--- config.mk ---
export PLATFORM = sky130hd
export DESIGN_NAME = rlsd_deb
export DESIGN_NICKNAME = d
export VERILOG_FILES = /design/src/sv/rlsd_pkg.sv /design/src/sv/rlsd_deb.sv
export SDC_FILE = /design/constraint.sdc
export NUM_CORES = 1
export LEC_CHECK = 0
export ABC_AREA = 1
export BUFFER_PORTS_ARGS = -buffer_cell sky130_fd_sc_hd__buf_2
export CORE_UTILIZATION = 30
export DETAILED_ROUTE_END_ITERATION = 8
export MAX_ROUTING_LAYER = met4
export PLACE_DENSITY = 0.51
export SLEW_MARGIN = 0
export SYNTH_ARGS = -nofsm -noshare
export SYNTH_HDL_FRONTEND = slang
export SYNTH_SLANG_ARGS = --single-unit
--- constraint.sdc ---
create_clock -name i_clk -period 3.55 [get_ports i_clk]
set_clock_uncertainty 0.1 [all_clocks]
set_input_delay 0.355 -clock i_clk [delete_from_list [all_inputs] [get_ports i_clk]]
set_output_delay 0.355 -clock i_clk [all_outputs]
set_load 0.01 [all_outputs]
--- src/sv/rlsd_pkg.sv ---
`timescale 1ns / 1ps
// Package for the reflective level sensor debounce block.
// Widths, function and register codes, phase type and the structs used by the modules.
// No dependencies.
package rlsd_pkg;

    localparam int SAMPLE_W   = 10;
    localparam int TICK_W     = 16;
    localparam int DEB_W      = 4;
    localparam int FUNC_W     = 2;
    localparam int CFG_IDX_W  = 2;
    localparam int CFG_DATA_W = 16;

    // item function codes
    localparam logic [FUNC_W-1:0] FUNC_TICK = 2'd0;
    localparam logic [FUNC_W-1:0] FUNC_CONV = 2'd1;
    localparam logic [FUNC_W-1:0] FUNC_FILL = 2'd2;

    // configuration register indexes
    localparam logic [CFG_IDX_W-1:0] CFG_SETTLE   = 2'd0;
    localparam logic [CFG_IDX_W-1:0] CFG_POLL     = 2'd1;
    localparam logic [CFG_IDX_W-1:0] CFG_TRIP     = 2'd2;
    localparam logic [CFG_IDX_W-1:0] CFG_DEB_MAX  = 2'd3;

    localparam logic [TICK_W-1:0]   SETTLE_RST  = 16'd10;
    localparam logic [TICK_W-1:0]   POLL_RST    = 16'd250;
    localparam logic [SAMPLE_W-1:0] TRIP_RST    = 10'd405;
    localparam logic [DEB_W-1:0]    DEB_MAX_RST = 4'd8;

    typedef enum logic [1:0] {
        PH_LED_ON = 2'd0,
        PH_SETTLE = 2'd1,
        PH_WAIT   = 2'd2
    } t_phase;

    typedef struct packed {
        logic [FUNC_W-1:0]   func;
        logic [SAMPLE_W-1:0] sample;
        logic                fill_on;
    } t_item;

    typedef struct packed {
        logic                valid;
        logic [SAMPLE_W-1:0] sample;
    } t_eval;

    typedef struct packed {
        logic                led_on;
        logic                adc_start;
        logic                valve_pullup;
        logic [SAMPLE_W-1:0] signal_quality;
    } t_seq_stat;

    typedef struct packed {
        logic water_present;
        logic change_event;
    } t_deb_stat;

    typedef struct packed {
        logic                led_on;
        logic                adc_start;
        logic                valve_pullup;
        logic                water_present;
        logic                change_event;
        logic [SAMPLE_W-1:0] signal_quality;
    } t_result;

endpackage

--- src/sv/rlsd_deb.sv ---
`timescale 1ns / 1ps
// Integrating debounce: saturating counter and detection flag updated per evaluated sample.
// Depends on rlsd_pkg.
module rlsd_deb
    import rlsd_pkg::*;
(
    input  logic                i_clk,
    input  logic                i_rst_n,
    input  logic                i_acc,
    input  t_eval               i_eval,
    input  logic [SAMPLE_W-1:0] i_trip,
    input  logic [DEB_W-1:0]    i_max,
    output t_deb_stat           o_stat
);

    logic [DEB_W-1:0] r_cnt, n_cnt;
    logic             r_det, n_det;
    logic [DEB_W-1:0] cnt_dn, cnt_up;
    logic             chg;

    always_ff @(posedge i_clk) begin
        if (!i_rst_n) begin
            r_cnt <= '0;
            r_det <= 1'b0;
        end else if (i_acc) begin
            r_cnt <= n_cnt;
            r_det <= n_det;
        end
    end

    always_comb begin
        n_cnt  = r_cnt;
        n_det  = r_det;
        chg    = 1'b0;
        cnt_dn = r_cnt - 1'b1;
        cnt_up = r_cnt + 1'b1;
        if (i_eval.valid) begin
            if (i_eval.sample < i_trip) begin
                if (r_cnt != '0) begin
                    n_cnt = cnt_dn;
                    if (cnt_dn == '0 && r_det) begin
                        n_det = 1'b0;
                        chg   = 1'b1;
                    end
                end
            end else if (r_cnt < i_max) begin
                n_cnt = cnt_up;
                if (cnt_up >= i_max && !r_det) begin
                    n_det = 1'b1;
                    chg   = 1'b1;
                end
            end
        end
        o_stat.water_present = n_det;
        o_stat.change_event  = chg;
    end

    a_det_needs_count: assert property (@(posedge i_clk) disable iff (!i_rst_n)
        r_det |-> (r_cnt != '0))
        else $error("water detected with empty debounce counter");

    a_det_changes_on_eval: assert property (@(posedge i_clk) disable iff (!i_rst_n)
        ($past(i_rst_n) && r_det != $past(r_det)) |-> $past(i_acc && i_eval.valid))
        else $error("detection flag changed without a sample");

endmodule

==> impl_metrics.csv, run 1 <==
group,metric,value,unit
sta,maxSlewHeadroom,83.87,%
sta,fin_tns_setup,0,ns
pwr,p_leak,0.7211,nW
place,hpwl,1624,um
logic_synthesis,post-synth-top-count-cell,"nand2_1",
clock_network,cts.sinks,5,
route,drc,1,
sta,hold_slack,0.2692,ns
logic_synthesis,synth_cells,141,
place,routabilityCongestion,0.8407,
worst_setup_path,start_kind,"flip-flop",
clock_network,numCtsBuffers,3,
clock_network,cts_buffer_depth,2,
route,drtAntennaViolNets,0,
global_routing,antenna_found_initial,0,
clock_network,htreeDepth,1,
run,cap_violations,0,
floorplan,die_width,57.48,um
sta,worstMarginPinSlew,0.2416,ns
final_layout,drive_gt1_share,23.84,%
final_layout,diodes,0,
route,vias,916,
floorplan,die_h,57.48,um
logic_synthesis,synth_seq_cells,5,
worst_setup_path,r2r_slack,1.47,ns
route,viasPerCell,4.512,
logic_synthesis,yosys.area.top_type_share,27.10,%
sta,fin_ws,0.9152,ns
route,wl_per_cell,8.961,um
logic_synthesis,synth_edf_count,0,
global_routing,grt_pass1_vias,892,
logic_synthesis,synth_top_area_cell,"ha_1",
logic_synthesis,syn_area,923.4,um2
global_routing,grt_max_degree,9,
clock_network,post-cts-setup-buffer-count,0,
sta,rsz0062_at_grt,"false",
min_path,holdPathStages,3,
floorplan,rows,19,
place,dpl_cell_area,1092,um2
worst_setup_path,reg2reg_depth,11,
clock_network,clk_pin_slew_worst_paths,0.04,ns
min_path,min_to,"r_cnt[1]",
pwr,power.total,280.7,uW
worst_setup_path,worstPathArrival,2.18,ns
sta,final-setup-viol-count,0,
route,drtIter0Drc,25,
sta,fin_crit_sh,74.22,%
floorplan,ios,30,
pwr,p_per_area,251.0,nW/um2
global_routing,grt_usage,13.11,%
floorplan,die_area,3304,um2
final_layout,final_cell_area,1119,um2
global_routing,grt_pass1_wl,3318,um
place,io_buffer_count,29,
outcome,violations,"design-rule violations",
route,drtPass1Iterations,5,
worst_setup_path,worstSetupPathType,"flip-flop to output pin",
place,place_ws,1.136,ns
floorplan,start_util,32.64,%
global_routing,grt-ovfl-total,0,
logic_synthesis,syn_area_per_cell,6.549,um2
worst_setup_path,required,3.09,ns
sta,slew_violations,0,
min_path,hp-class,"primary input to flip-flop",
final_layout,area_growth,21.14,%
sta,max_freq,379.5,MHz
logic_synthesis,netlist_top_cells_count,"38 x nand2_1, 31 x inv_1, 20 x ha_1",
final_layout,nets,221,
clock_network,clockRootBuffer,"clkbuf_4",
clock_network,ctsResizeCount,0,
sta,post-route-min-period,2.635,ns
outcome,outcome,"finished, violations left",
logic_synthesis,postSynthNetCount,189,
logic_synthesis,synth.area.top_cells,"ha_1 27%, nand2_1 15%, inv_1 13%, dfxtp_1 11%, nand3_1 3.8%",
logic_synthesis,yosys_warnings,0,
sta,hold_violations,0,
worst_setup_path,r2r-start,"r_cnt[0]",
logic_synthesis,synth_ff_type,"dfxtp_1",
worst_setup_path,worst_setup_path_end_kind,"output pin",
worst_setup_path,cp_max_fo,6,
clock_network,insertion_delay,0.24,ns
logic_synthesis,synth_cell_types,20,
floorplan,core_area,2829,um2
logic_synthesis,ys_seq_area_share,10.84,%
worst_setup_path,timing.rr.end,"r_det",
logic_synthesis,synth-async-reset-ratio,0,%
clock_network,hold_buffers,0,
clock_network,tritoncts,"yes",
min_path,min_from,"i_rst_n",
pwr,vdd_ir_drop_max,0.1395,mV
route,drt-total-wl,1819,um
routing by layer:
metal	vias up	track usage (%)	wire length (um)
met4	0	6.272	32
met5	-	-	0
met1	391	15.50	903
met2	14	21.59	827
li1	506	-	-
met3	5	2.041	56
layout make-up:
cell class	count	area, um2
Fill cell	323	1710
Multi-Input combinational cell	103	691.9
Timing Repair Buffer	29	145.1
Inverter	31	116.4
Sequential cell	5	100.1
Tap cell	31	38.79
Clock buffer	4	26.28
cells by family after synthesis:
group	count (synthesis)	share of synthesized area [%]
fa+ha+maj	20	27.10
buf+inv	33	14.23
flops	5	10.84
simple gates	65	34.82
xor+xnor	4	3.795
compound gates	14	9.214
power by group:
part           internal (mW)  total (mW)  switching (mW)
clock network         0.0425      0.0664          0.0239
logic                 0.0626       0.144          0.0816
registers             0.0618      0.0702         0.00835
sequential cells by signal, indices dropped and copies added (netlist names):
name,cells
r_det,1
r_cnt,4
per-stage QoR:
| step | cells | util (%) |
|---|---|---|
| 3_5_place_dp | 199 | 38.61 |
| 5_1_grt | 203 | 39.54 |
| 6_report | 203 | 39.54 |
| 3_3_place_gp | 199 | 38.61 |
| 4_1_cts | 203 | 39.54 |
| 2_1_floorplan | 141 | - |
worst max-delay path, stage by stage, from the launching register on:
cell and delay, ns:
dfxtp_1 0.43, inv_1 0.17, ha_1 0.37, ha_1 0.29
a21oi_1 0.06, o21ai_0 0.15, nand2_1 0.08, o21ai_0 0.15
nand2_1 0.07, inv_1 0.04, buf_2 0.11
worst max-delay path by stage:
stage                      to  cells past startpoint  slack, ns  startpoint
detailed placement  o_stat[0]                     10       1.14    r_cnt[0]
finish              o_stat[0]                     10       0.92    r_cnt[0]
global placement    o_stat[0]                     10       1.14    r_cnt[0]
floorplan           o_stat[0]                     10       1.43    r_cnt[0]
global route        o_stat[0]                     10       0.71    r_cnt[0]
CTS                 o_stat[0]                     10       0.87    r_cnt[0]
cells in the final DEF, fill, tap and decap left out:
master / n
clkbuf_1: 1
o21bai_1: 1
a21o_1: 2
nand2_1: 38
o21ai_0: 3
nand2_2: 1
nor2_4: 2
inv_1: 31
nand2_4: 1
buf_2: 29
clkbuf_4: 3
xnor2_1: 1
nor2_1: 9
nand3_4: 2
nand3_2: 1
nand3_1: 7
a21oi_2: 2
dfxtp_1: 5
xor2_1: 3
ha_1: 20
a21oi_1: 6
nand4_1: 4
Power figures use the tool's default switching activity.
==> inputs of run 2 (changes only) <==
--- a/config.mk
+++ b/config.mk
@@ -5,7 +5,7 @@
 export SDC_FILE = /design/constraint.sdc
 export NUM_CORES = 1
 export LEC_CHECK = 0
-export ABC_AREA = 1
+export ABC_AREA = 0
 export BUFFER_PORTS_ARGS = -buffer_cell sky130_fd_sc_hd__buf_2
 export CORE_UTILIZATION = 30
 export DETAILED_ROUTE_END_ITERATION = 8
==> constraint.sdc (replaced) <==
create_clock -name i_clk -period 2.7 [get_ports i_clk]
set_clock_uncertainty 0.1 [all_clocks]
set_input_delay 0.27 -clock i_clk [delete_from_list [all_inputs] [get_ports i_clk]]
set_output_delay 0.27 -clock i_clk [all_outputs]
set_load 0.01 [all_outputs]
==> impl_metrics.csv, run 2 <==
group,metric,value,unit
floorplan,ios,30,
final_layout,nets,196,
floorplan,rows,19,
route,drtIter0Drc,26,
worst_setup_path,r2r_slack,0.74,ns
global_routing,grt_pass1_vias,885,
worst_setup_path,worstPathArrival,2.18,ns
logic_synthesis,post-synth-top-count-cell,"ha_1",
sta,hold_violations,0,
outcome,violations,"design-rule violations",
clock_network,htreeDepth,1,
logic_synthesis,ys_seq_area_share,11.03,%
clock_network,cts.sinks,5,
run,cap_violations,0,
clock_network,clockRootBuffer,"clkbuf_4",
logic_synthesis,yosys.area.top_type_share,27.59,%
final_layout,fin_util,39.92,%
clock_network,insertion_delay,0.26,ns
sta,hold_slack,0.2053,ns
logic_synthesis,synth_ff_type,"dfxtp_1",
sta,final-setup-viol-count,0,
place,io_buffer_count,29,
logic_synthesis,postSynthNetCount,165,
sta,fin_tns_setup,0,ns
floorplan,die_area,3248,um2
final_layout,layout_common_cells,"29 x buf_2, 19 x ha_1, 18 x inv_1, 9 x nand2_1, 7 x nand3_1",
pwr,vdd_ir_drop_max,0.08884,mV
place,hpwl,1728,um
global_routing,use_met1,18.12,%
logic_synthesis,netlist_top_cells_count,"20 x ha_1, 18 x inv_1, 9 x nand2_1",
clock_network,clk_pin_slew_worst_paths,0.05,ns
worst_setup_path,start_kind,"flip-flop",
final_layout,area_growth,23.45,%
route,wl_per_cell,12.38,um
worst_setup_path,cp_max_fo,9,
worst_setup_path,worstSetupPathType,"flip-flop to output pin",
global_routing,grtUsageMet2,23.03,%
global_routing,antenna_found_initial,0,
worst_setup_path,required,2.33,ns
logic_synthesis,synth.area.top_cells,"ha_1 28%, dfxtp_1 11%, inv_1 7.4%, nand3_1 3.9%, nand2_1 3.7%",
final_layout,final_common_cell,"buf_2",
logic_synthesis,synth_edf_count,0,
route,drc,6,
sta,rsz0062_at_grt,"false",
logic_synthesis,synth_cells,117,
floorplan,die_width,56.99,um
logic_synthesis,synth_top_area_cell,"ha_1",
final_layout,drive_gt1_share,30.61,%
worst_setup_path,timing.rr.end,"r_cnt[1]",
clock_network,numCtsBuffers,3,
final_layout,top_regs,"r_cnt x4, r_det x1",
logic_synthesis,yosys_warnings,0,
min_path,holdPathStages,2,
global_routing,grt_usage,14.76,%
pwr,p_per_area,324.1,nW/um2
final_layout,regMostFlops,"r_cnt",
global_routing,met3_usage,4.308,%
min_path,hp-class,"primary input to flip-flop",
sta,maxSlewHeadroom,73.70,%
pwr,power.total,362.9,uW
clock_network,cts_buffer_depth,2,
global_routing,grt-ovfl-total,0,
pwr,p_leak,0.5900,nW
place,routabilityCongestion,0.8400,
floorplan,die_h,56.99,um
min_path,min_from,"i_rst_n",
outcome,outcome,"finished, violations left",
worst_setup_path,reg2reg_depth,6,
logic_synthesis,syn_area_per_cell,7.753,um2
logic_synthesis,synth_cell_types,39,
clock_network,tritoncts,"yes",
route,drt-total-wl,2203,um
worst_setup_path,r2r-start,"r_cnt[3]",
logic_synthesis,synth_seq_cells,5,
floorplan,core_area,2805,um2
logic_synthesis,synth-async-reset-ratio,0,%
route,viasPerCell,5.124,
sta,max_freq,392.8,MHz
final_layout,largest_register_ffs,4,
global_routing,grt_pass1_wl,3657,um
global_routing,grt_busiest_layer,"met2",
sta,post-route-min-period,2.546,ns
sta,fin_crit_sh,94.28,%
route,drtPass1Iterations,6,
worst_setup_path,crit_top_cell,"ha_1",
global_routing,grt_max_degree,12,
logic_synthesis,syn_area,907.1,um2
worst_setup_path,worst_setup_path_end_kind,"output pin",
worst_setup_path,critPathSlowestCell,"dfxtp_4",
route,vias,912,
worst_setup_path,cp_cell_sequence,"ha_1 -> xor2_1 -> ha_1 -> o21ai_0 -> nor2_1 -> o21a_1 -> a31oi_1 -> a21oi_1 -> buf_2",
route,drtAntennaViolNets,0,
min_path,min_to,"r_cnt[1]",
clock_network,hold_buffers,0,
final_layout,diodes,0,
sta,slew_violations,0,
floorplan,start_util,32.34,%
worst_setup_path,slowest_delay,0.37,ns
sta,worstMarginPinSlew,0.3940,ns
==> run 2: through the flow <==
| step | worst slack (ns) | cells | cell area (um2) |
|---|---|---|---|
| 6_report | 0.1544 | 178 | 1120 |
| 5_1_grt | 0.03104 | 178 | 1120 |
| 3_5_place_dp | 0.2546 | 174 | 1070 |
| 2_1_floorplan | 0.3933 | 117 | 907.1 |
| 3_3_place_gp | 0.2723 | 174 | 1070 |
| 4_1_cts | 0.02987 | 178 | 1097 |
==> run 2: cell families after synthesis <==
logic type	share of synthesized area, %
fa+ha+maj	27.59
mux	2.207
flops	11.03
xor+xnor	1.931
compound gates	26.07
buf+inv	11.45
simple gates	19.73
==> run 2: cell type report <==
type / instances / area (um2)
Fill cell: 299 / 1685
Multi-Input combinational cell: 89 / 720.7
Timing Repair Buffer: 31 / 160.2
Sequential cell: 5 / 106.4
Inverter: 18 / 67.56
Tap cell: 31 / 38.79
Clock buffer: 4 / 26.28
==> run 2: worst max-delay path: cells and delay by family (launching register included) <==
kind / cells / cell delay [ns]
buf+inv: 1 / 0.15
xor+xnor: 1 / 0.15
flops: 1 / 0.37
compound gates: 4 / 0.66
simple gates: 1 / 0.08
fa+ha+maj: 2 / 0.51
==> run 2: per-layer routing <==
metal,vias up,part of all wire [%]
li1,483,-
met5,-,0
met1,401,47
met3,2,4.4
met2,26,48
met4,0,0.59
==> run 2: how the worst max path moves through the flow <==
stage | startpoint | to | cells after the start
after CTS | r_cnt[1] | o_stat[1] | 9
after global placement | r_cnt[0] | o_stat[1] | 9
after floorplan | r_cnt[0] | o_stat[1] | 9
after detailed placement | r_cnt[0] | o_stat[1] | 9
after global routing | r_cnt[0] | o_stat[1] | 9
final | r_cnt[0] | o_stat[1] | 9
==> run 2: timing repair <==
item / CTS / global route
setup buffers: 0 / 0
endpoints found under the setup margin: 1 / 2
resized for setup: 1 / 6
hold endpoints to repair: 0 / 0
==> run 2: where the power goes <==
| part | switching, mW | internal [mW] |
|---|---|---|
| combinational | 0.0916 | 0.0834 |
| clock | 0.0397 | 0.0564 |
| sequential | 0.0117 | 0.0800 |
| total | 0.143 | 0.220 |
