**src/sv/rlsd_pkg.sv**
```systemverilog
`timescale 1ns / 1ps
// Package for the reflective level sensor debounce block.
// Widths, function and register codes, phase type and the structs used by the modules.
// No dependencies.
package rlsd_pkg;

    localparam int SAMPLE_W   = 10;
    localparam int TICK_W     = 16;
    localparam int DEB_W      = 4;
    localparam int FUNC_W     = 2;
    localparam int CFG_IDX_W  = 2;
    localparam int CFG_DATA_W = 16;

    // item function codes
    localparam logic [FUNC_W-1:0] FUNC_TICK = 2'd0;
    localparam logic [FUNC_W-1:0] FUNC_CONV = 2'd1;
    localparam logic [FUNC_W-1:0] FUNC_FILL = 2'd2;

    // configuration register indexes
    localparam logic [CFG_IDX_W-1:0] CFG_SETTLE   = 2'd0;
    localparam logic [CFG_IDX_W-1:0] CFG_POLL     = 2'd1;
    localparam logic [CFG_IDX_W-1:0] CFG_TRIP     = 2'd2;
    localparam logic [CFG_IDX_W-1:0] CFG_DEB_MAX  = 2'd3;

    localparam logic [TICK_W-1:0]   SETTLE_RST  = 16'd10;
    localparam logic [TICK_W-1:0]   POLL_RST    = 16'd250;
    localparam logic [SAMPLE_W-1:0] TRIP_RST    = 10'd405;
    localparam logic [DEB_W-1:0]    DEB_MAX_RST = 4'd8;

    typedef enum logic [1:0] {
        PH_LED_ON = 2'd0,
        PH_SETTLE = 2'd1,
        PH_WAIT   = 2'd2
    } t_phase;

    typedef struct packed {
        logic [FUNC_W-1:0]   func;
        logic [SAMPLE_W-1:0] sample;
        logic                fill_on;
    } t_item;

    typedef struct packed {
        logic                valid;
        logic [SAMPLE_W-1:0] sample;
    } t_eval;

    typedef struct packed {
        logic                led_on;
        logic                adc_start;
        logic                valve_pullup;
        logic [SAMPLE_W-1:0] signal_quality;
    } t_seq_stat;

    typedef struct packed {
        logic water_present;
        logic change_event;
    } t_deb_stat;

    typedef struct packed {
        logic                led_on;
        logic                adc_start;
        logic                valve_pullup;
        logic                water_present;
        logic                change_event;
        logic [SAMPLE_W-1:0] signal_quality;
    } t_result;

endpackage

```
**src/sv/rlsd_seq.sv**
```systemverilog
`timescale 1ns / 1ps
// Measurement sequencer: phase, tick countdown, LED, filling flag and stored sample.
// Depends on rlsd_pkg.
module rlsd_seq
    import rlsd_pkg::*;
(
    input  logic                i_clk,
    input  logic                i_rst_n,
    input  logic                i_acc,
    input  t_item               i_item,
    input  logic [TICK_W-1:0]   i_settle,
    input  logic [TICK_W-1:0]   i_poll,
    output t_eval               o_eval,
    output t_seq_stat           o_stat
);

    t_phase              r_phase, n_phase;
    logic [TICK_W-1:0]   r_cd, n_cd;
    logic                r_led, n_led;
    logic                r_fill, n_fill;
    logic [SAMPLE_W-1:0] r_last, n_last;
    logic [TICK_W-1:0]   cd_dec;
    logic                start;

    always_ff @(posedge i_clk) begin
        if (!i_rst_n) begin
            r_phase <= PH_LED_ON;
            r_cd    <= '0;
            r_led   <= 1'b0;
            r_fill  <= 1'b0;
            r_last  <= '0;
        end else if (i_acc) begin
            r_phase <= n_phase;
            r_cd    <= n_cd;
            r_led   <= n_led;
            r_fill  <= n_fill;
            r_last  <= n_last;
        end
    end

    always_comb begin
        n_phase = r_phase;
        n_cd    = r_cd;
        n_led   = r_led;
        n_fill  = r_fill;
        n_last  = r_last;
        start   = 1'b0;
        o_eval  = '0;
        cd_dec  = (r_cd != '0) ? r_cd - 1'b1 : r_cd;
        unique case (i_item.func)
            FUNC_TICK: begin
                n_cd = cd_dec;
                unique case (r_phase)
                    PH_SETTLE: begin
                        if (cd_dec == '0) begin
                            start   = 1'b1;
                            n_phase = PH_WAIT;
                        end
                    end
                    PH_WAIT: begin
                    end
                    default: begin
                        // unused phase code behaves as LED switch-on
                        n_phase = PH_LED_ON;
                        if (cd_dec == '0) begin
                            n_led   = 1'b1;
                            n_cd    = i_settle;
                            n_phase = PH_SETTLE;
                        end
                    end
                endcase
            end
            FUNC_CONV: begin
                if (r_phase == PH_WAIT) begin
                    n_last        = i_item.sample;
                    n_cd          = i_poll;
                    n_phase       = PH_LED_ON;
                    o_eval.valid  = 1'b1;
                    o_eval.sample = i_item.sample;
                    if (!r_fill) begin
                        n_led = 1'b0;
                    end
                end
            end
            FUNC_FILL: begin
                n_fill = i_item.fill_on;
            end
            default: begin
            end
        endcase
        o_stat.led_on         = n_led;
        o_stat.adc_start      = start;
        o_stat.valve_pullup   = n_fill;
        o_stat.signal_quality = n_last;
    end

    // LED stays on from switch-on until the sample is taken
    a_led_during_cycle: assert property (@(posedge i_clk) disable iff (!i_rst_n)
        (r_phase == PH_SETTLE || r_phase == PH_WAIT) |-> r_led)
        else $error("LED off during settle or conversion wait");

    a_start_enters_wait: assert property (@(posedge i_clk) disable iff (!i_rst_n)
        (i_acc && start) |=> (r_phase == PH_WAIT && r_cd == $past(cd_dec)))
        else $error("conversion start did not enter wait phase");

endmodule

```
**config.mk**
```make
export PLATFORM = sky130hd
export DESIGN_NAME = rlsd_seq
export DESIGN_NICKNAME = d
export VERILOG_FILES = /design/src/sv/rlsd_pkg.sv /design/src/sv/rlsd_seq.sv
export SDC_FILE = /design/constraint.sdc
export NUM_CORES = 1
export LEC_CHECK = 0
export BUFFER_PORTS_ARGS = -buffer_cell sky130_fd_sc_hd__buf_2
export CORE_MARGIN = 4
export CORE_UTILIZATION = 46
export CTS_CLUSTER_SIZE = 14
export DETAILED_ROUTE_END_ITERATION = 6
export PLACE_DENSITY = 0.87
export SLEW_MARGIN = 25
export SYNTH_ARGS = -nofsm -noshare
export SYNTH_HDL_FRONTEND = slang
export SYNTH_SLANG_ARGS = --single-unit
```
**constraint.sdc**
```tcl
create_clock -name i_clk -period 2.65 [get_ports i_clk]
set_input_delay 0.1325 -clock i_clk [delete_from_list [all_inputs] [get_ports i_clk]]
set_output_delay 0.1325 -clock i_clk [all_outputs]
set_load 0.005 [all_outputs]
```
==> tab_implementation.tex, run 1 <==
\begin{tabular}{lr}
\hline
Metric & Value \\
\hline
\multicolumn{2}{l}{\textbf{Die}} \\
Site row count & 25 \\
Die Footprint & $\sim$0.006 mm\^{}2 \\
Die boundary width & between 70 and 80 um \\
Effective utilization at floorplan & 47.47\% \\
Io pins & 72 \\
Core area & between 0.004 and 0.005 mm\^{}2 \\
Die height & 77.58 um \\
\multicolumn{2}{l}{\textbf{Drt}} \\
Vias & around 2,600 \\
Via density & a little over 6 \\
Number of optimization iterations in the first detailed-route pass & 5 \\
Detailed Route WL & about 7400 um \\
Number of DRC markers after the initial detailed-route iteration & 240 \\
Routed len/inst & around 18 um \\
Antenna-violating nets left & 0 \\
Residual DRC & 0 \\
\multicolumn{2}{l}{\textbf{Status}} \\
Run status & finished, violations left \\
Failing checks & setup timing \\
\multicolumn{2}{l}{\textbf{Flow run}} \\
Number of maximum-capacitance constraint violations & 0 \\
\multicolumn{2}{l}{\textbf{Timing}} \\
Portion of the clock cycle consumed by the worst path in the final layout & 107.5\% \\
Peak Freq & between 300 and 400 MHz \\
Number of endpoints failing setup at the final stage & 2 \\
Final Worst Setup Slack & -199.6 ps \\
Time the worst path needs with I/O delays and setup & around 2800 ps \\
Remaining max-slew budget at the tightest pin & between 50\% and 60\% \\
Setup repair after global routing missed its margin & true \\
Setup skew after layout & 5.100 ps \\
Final Hold Fails & 0 \\
Slew at the pin with the worst max-slew slack & $\sim$740 ps \\
Slew Limit Fails & 0 \\
\multicolumn{2}{l}{\textbf{Clock tree}} \\
Clock insertion delay at the later pin of the skew report & between 200 and 300 ps \\
Clock transition at the register clock pins on the worst setup and hold paths after CTS & 70 ps \\
Clock buffer count from CTS & 5 \\
Number of clock sinks & 30 \\
Clock root cell & clkbuf\_8 \\
CTS tree & built \\
Maximum level of the CTS H-tree & 2 \\
Clk buf depth & 2 \\
Cts-stage hold buffer count & 0 \\
\multicolumn{2}{l}{\textbf{Synth}} \\
Most frequent cells after synthesis & 30 x dfxtp\_1, 15 x nand2\_1, 15 x or3\_1 \\
Most common cell in the netlist & dfxtp\_1 \\
Flip-flop and latch count after synthesis & 30 \\
Mean cell area of the mapped netlist & 8.188 um\^{}2 \\
Sequential share of the synthesized area & 26.97\% \\
Share of flip-flops with an asynchronous set or reset after synthesis & 0\% \\
Library cells used by synthesis & 52 \\
Post-synth EDFFs & 0 \\
Number of synthesis warnings & 0 \\
Top cells by area in the synthesized netlist & dfxtp\_1 27\%, mux2i\_1 6.3\%, o211ai\_1 4.4\% \\
Share of the synthesized area in the top cell type & 26.97\% \\
Ys flop type & dfxtp\_1 \\
Cell type with the largest total area after synthesis & dfxtp\_1 \\
Cell count after synthesis & 272 \\
Synthesized area & roughly 0.0022 mm\^{}2 \\
Net count after synthesis & between 300 and 400 \\
\multicolumn{2}{l}{\textbf{Layout}} \\
Fraction of final layout cells sized beyond drive strength 1 & between 40 and 50\% \\
Area growth from synthesis to layout & 38.43\% \\
Post-layout net count & approximately 420 \\
Area of the multi-input gates & around 0.0016 mm\^{}2 \\
Final Core Density & between 60\% and 70\% \\
Ant diodes & 0 \\
Area occupied by registers & between 600 and 700 um\^{}2 \\
Post-route cell area & slightly above 0.003 mm\^{}2 \\
Final-layout fill cell count & about 340 \\
\multicolumn{2}{l}{\textbf{Global routing}} \\
First-pass GRT wire length & 12,050 um \\
Global-route usage over all layers & between 20 and 25\% \\
Pin count of the biggest net entering global routing & 35 \\
Total global routing overflow & 0 \\
Number of global-route vias before repair & approximately 2,500 \\
Antenna violations before repair & 0 \\
\multicolumn{2}{l}{\textbf{Critical path}} \\
Worst setup SP type & flip-flop \\
Cell depth of the worst flop-to-flop path & 8 \\
Nature of the critical path endpoint & output pin \\
Worst Path Required & around 2500 ps \\
Worst path arrival time & 2720 ps \\
Crit-path max FO & 4 \\
Worst Path Class, Setup & flip-flop to output pin \\
\multicolumn{2}{l}{\textbf{Hold path}} \\
Number of cells on the worst hold path & 3 \\
Worst min-delay path class & input port to flip-flop \\
\multicolumn{2}{l}{\textbf{Power and ir drop}} \\
Peak supply drop & $\sim$0.00029 V \\
Post-layout power & 0.001456 W \\
Pwr per Cell Area & $\sim$470 mW/mm\^{}2 \\
Leakage power & $\sim$1.5 nW \\
\multicolumn{2}{l}{\textbf{Placement}} \\
RePlAce Congestion & between 0.9 and 1 \\
HPWL Detailed & 5168 um \\
Placed cell area & between 0.002 and 0.003 mm\^{}2 \\
\# port buffers & 71 \\
\hline
\end{tabular}
[layout by cell type (no fill, tap or decap), types with 4 or more instances in the layout]
cell	n
nor3_1	5
a21o_1	10
a31oi_1	8
or3_1	15
a21oi_1	6
o21ai_0	10
buf_4	36
nor2b_1	14
o31ai_2	4
and3_1	11
xnor2_1	4
o211a_1	4
o211ai_1	13
inv_1	7
or4_4	4
nand2_1	13
nor4_4	4
nor4_1	8
dfxtp_2	5
buf_2	71
dfxtp_1	25
mux2i_1	13
nand4_1	12
nor2_1	8
clkbuf_8	5
[routing by layer]
layer	up-vias	share of wire [%]	routed length, um	GRT usage [%]
met1	1233	41	3022	31.24
met2	137	48	3582	40.15
met4	0	2.4	177	9.786
li1	1217	-	-	-
met5	-	0	0	0
met3	17	8.3	610	4.640
[cell families after synthesis]
kind of cell | synth area share (%)
AND/OR/NAND/NOR | 31.74
AO/OA/AOI/OAI | 22.98
buffers and inverters | 7.471
flip-flops | 26.97
multiplexers | 6.798
XOR/XNOR | 2.360
adder cells (fa/ha/maj) | 1.686
[stage by stage]
stage | setup TNS (ps) | hold slack (ps) | setup WS [ps] | instances
4_1_cts | -144.8 | 97.29 | -76.99 | 415
3_3_place_gp | 0 | 389.1 | 46.77 | 401
5_1_grt | -531.4 | 93.04 | -252.6 | 419
3_5_place_dp | 0 | 395.1 | 8.731 | 401
6_report | -310.7 | 94.25 | -199.6 | 419
2_1_floorplan | 0 | 272.4 | 16.82 | 272
[worst paths after layout]
kind,from,to,slack (ps)
max,r_cd[14],o_stat[12],-200
min,i_settle[14],r_cd[14],90
max reg2reg,r_cd[14],r_cd[15],60
min reg2reg,r_led,r_led,480
[critical path, cell delays in order (launching register included)]
cell and delay [ps]:
dfxtp_2 330, or4_4 580, nor4_4 340, o2111ai_2 220, nor4_4 410, nand3_2 140, o31ai_2 260, buf_2 160
[report_power, final]
group,internal [W],switching (W),leakage (nW),total [W]
Combinational,0.000239,0.000278,1.16,0.000517
Sequential,0.000466,0.0000110,0.246,0.000477
Clock,0.000276,0.000185,0.0579,0.000461
Total,0.000982,0.000474,1.46,0.00146
[flip-flops by register name, indices dropped and copies added (netlist names)]
register  count
r_phase       2
r_led         1
r_cd         16
r_last       10
r_fill        1
[what timing repair did]
action	in CTS	in global routing
pin swaps	10	9
gates resized for setup	19	13
buffers inserted	6	6
setup endpoints to repair	2	4
[cell type report]
type	count	area share [%]
flip-flops and latches	30	19.68
repair buffers	110	21.96
clock buffers	5	2.232
inverters	9	1.096
well taps	54	2.192
clock inverters	3	1.299
multi-input cells	208	51.54
(Power assumes the default switching activity.)
==> run 2, diff against run 1 <==
- TNS_END_PERCENT: not set -> 20
==> run 2 against run 1 <==
The flow still finishes with violations (setup timing). Global-route usage down 0.52 points. Sequential cell count unchanged. First-iteration DRC count down 3.3%. Non-clock buffer count down 5. Register-to-register slack about the same. Maximum frequency down 1.6%. Count of clock-buffer cells in the layout up 1. Die area unchanged. Utilization down 0.69 points. Largest power group is now clock. Highest routed layer unchanged.
==> tab_implementation.tex, run 2 (same netlist as run 1, synthesis figures left out) <==
\begin{tabular}{lr}
\hline
Metric & Value \\
\hline
\multicolumn{2}{l}{\textbf{Layout}} \\
Area of the multi-input gates & approximately 0.0016 mm\^{}2 \\
Most flops, register & r\_cd \\
Post-layout net count & between 400 and 500 \\
Non-filler cells, final & 414 \\
Post-route cell area & approximately 0.0031 mm\^{}2 \\
Max FFs per register & 16 \\
Ant diodes & 0 \\
Top library cells by usage in the layout, fill and taps aside & 71 x buf\_2, 32 x buf\_4, 26 x dfxtp\_1, 15 x or3\_1, 14 x mux2i\_1 \\
Largest registers & r\_cd (16), r\_last (10), r\_phase (2) \\
Area growth from synthesis to layout & 36.97\% \\
Most common cell after layout, fill and taps aside & buf\_2 \\
Final-layout fill cell count & about 400 \\
Area occupied by registers & 605.6 um\^{}2 \\
Fraction of final layout cells sized beyond drive strength 1 & roughly two fifths \\
\multicolumn{2}{l}{\textbf{Power and ir drop}} \\
Peak supply drop & around 0.00035 V \\
Leakage power & approximately 1.4 nW \\
Pwr per Cell Area & a little over 500 mW/mm\^{}2 \\
\multicolumn{2}{l}{\textbf{Global routing}} \\
Number of global-route vias before repair & 2,463 \\
Antenna violations before repair & 0 \\
Pin count of the biggest net entering global routing & 35 \\
First-pass GRT wire length & approximately 12,000 um \\
Global-route usage over all layers & a little under a quarter \\
Total global routing overflow & 0 \\
\multicolumn{2}{l}{\textbf{Clock tree}} \\
Clock transition at the register clock pins on the worst setup and hold paths after CTS & 70 ps \\
Number of clock sinks & 30 \\
Clock buffer count from CTS & 5 \\
Maximum level of the CTS H-tree & 2 \\
CTS tree & built \\
Clock insertion delay at the later pin of the skew report & 290 ps \\
Cts-stage hold buffer count & 0 \\
Clock root cell & clkbuf\_8 \\
Clk buf depth & 2 \\
\multicolumn{2}{l}{\textbf{Placement}} \\
\# port buffers & between 70 and 80 \\
Placed cell area & 0.002728 mm\^{}2 \\
HPWL Detailed & a little over 5000 um \\
RePlAce Congestion & between 0.8 and 0.9 \\
Number of placed instances with taps included & 400 \\
\multicolumn{2}{l}{\textbf{Hold path}} \\
Worst min-delay path class & input port to flip-flop \\
\multicolumn{2}{l}{\textbf{Critical path}} \\
Critical path, cell by cell & inv\_2, ha\_4, or3b\_4, nor4\_4, o2111ai\_2, buf\_4, nor4\_4, nand3\_2, o31ai\_2, buf\_2 \\
Crit-path max FO & 4 \\
Worst Path Required & 2520 ps \\
Largest incremental delay on the critical path & 430 ps \\
Nature of the critical path endpoint & output pin \\
Worst setup SP type & flip-flop \\
Most numerous cell on the critical path & nor4\_4 \\
Buf/Inv on CP & 3 \\
Slowest stage cell on the critical path & or3b\_4 \\
Worst Path Class, Setup & flip-flop to output pin \\
Kind of cell adding the most delay to the critical path & simple AND/OR/NAND/NOR gates \\
Worst path arrival time & around 2800 ps \\
\multicolumn{2}{l}{\textbf{Die}} \\
Effective utilization at floorplan & a little under half \\
Site row count & 25 \\
Die height & about 78 um \\
Core area & roughly 0.0047 mm\^{}2 \\
Die boundary width & $\sim$78 um \\
Io pins & $\sim$70 \\
Die Footprint & roughly 0.006 mm\^{}2 \\
\multicolumn{2}{l}{\textbf{Timing}} \\
Slew at the pin with the worst max-slew slack & 769.6 ps \\
Final Hold Fails & 0 \\
Remaining max-slew budget at the tightest pin & approximately 49\% \\
Slew Limit Fails & 0 \\
Setup skew after layout & between 4 and 5 ps \\
Final Worst Setup Slack & -247.2 ps \\
Setup repair after global routing missed its margin & true \\
Peak Freq & 345.2 MHz \\
Portion of the clock cycle consumed by the worst path in the final layout & 109.3\% \\
Time the worst path needs with I/O delays and setup & 2897 ps \\
Number of endpoints failing setup at the final stage & 2 \\
\multicolumn{2}{l}{\textbf{Drt}} \\
Via density & 6.145 \\
Detailed Route WL & 7334 um \\
Number of optimization iterations in the first detailed-route pass & 4 \\
Vias & around 2,500 \\
Residual DRC & 0 \\
Number of DRC markers after the initial detailed-route iteration & approximately 230 \\
Antenna-violating nets left & 0 \\
Routed len/inst & 17.71 um \\
\multicolumn{2}{l}{\textbf{Flow run}} \\
Number of maximum-capacitance constraint violations & 0 \\
\multicolumn{2}{l}{\textbf{Status}} \\
Failing checks & setup timing \\
Run status & finished, violations left \\
\hline
\end{tabular}
[run 2: path summary, 6_finish.rpt]
check	startpoint	to	slack, ps	cells after the start
worst min-delay path	i_settle[7]	r_cd[7]	100	3
worst max register to register	r_cd[1]	r_led	60	10
worst min register to register	r_phase[0]	r_phase[0]	490	2
worst max-delay path	r_cd[1]	o_stat[12]	-250	10
[run 2: repair_timing]
action / CTS / global route
hold endpoints to repair: 0 / 0
endpoints found under the setup margin: 5 / 17
resized for setup: 16 / 17
setup buffers: 3 / 4
pin swaps: 4 / 9
cloned: 0 / 0
[run 2: final cells by class]
class,instances,share of cell area (%)
tap,54,2.215
inverter,9,1.107
clock inverter,2,1.969
timing repair buffer,105,20.26
sequential,30,19.85
clock buffer,6,2.707
multi-input combinational,208,51.89
[run 2: metal layers]
| metal | global-route usage (%) | wire (um) |
|---|---|---|
| met4 | 13.52 | 308 |
| met1 | 29.43 | 2921 |
| met5 | 0 | 0 |
| met2 | 39.30 | 3565 |
| met3 | 3.828 | 539 |
[run 2: power by group]
| group | internal (W) | total, W | switching, W |
|---|---|---|---|
| logic | 0.000226 | 0.000483 | 0.000257 |
| clock network | 0.000401 | 0.000586 | 0.000185 |
| registers | 0.000466 | 0.000482 | 0.0000163 |
[run 2: through the flow]
step                      utilization, %  setup TNS [ps]  hold WS [ps]  worst slack, ps  total power, W
after floorplan                        -          -44.12         272.4           -44.12       0.0007336
after global placement             58.13               0         391.4            28.58       0.0008704
after detailed placement           58.13          -92.03         403.1           -37.35       0.0008729
after CTS                          63.15          -308.8         89.82           -165.9        0.001512
after global routing               65.01          -823.0         103.7           -356.2        0.001608
final                              65.01          -416.5         95.87           -247.2        0.001552
[run 2: worst reg2reg max path, delay by kind of cell, from the launching register on]
family                     cells  cell delay (ps)
and+or+nand+nor                4             1190
buffers and inverters          3              470
AOI/OAI and AO/OA              2              380
DFF                            1              320
adders and majority gates      1              140
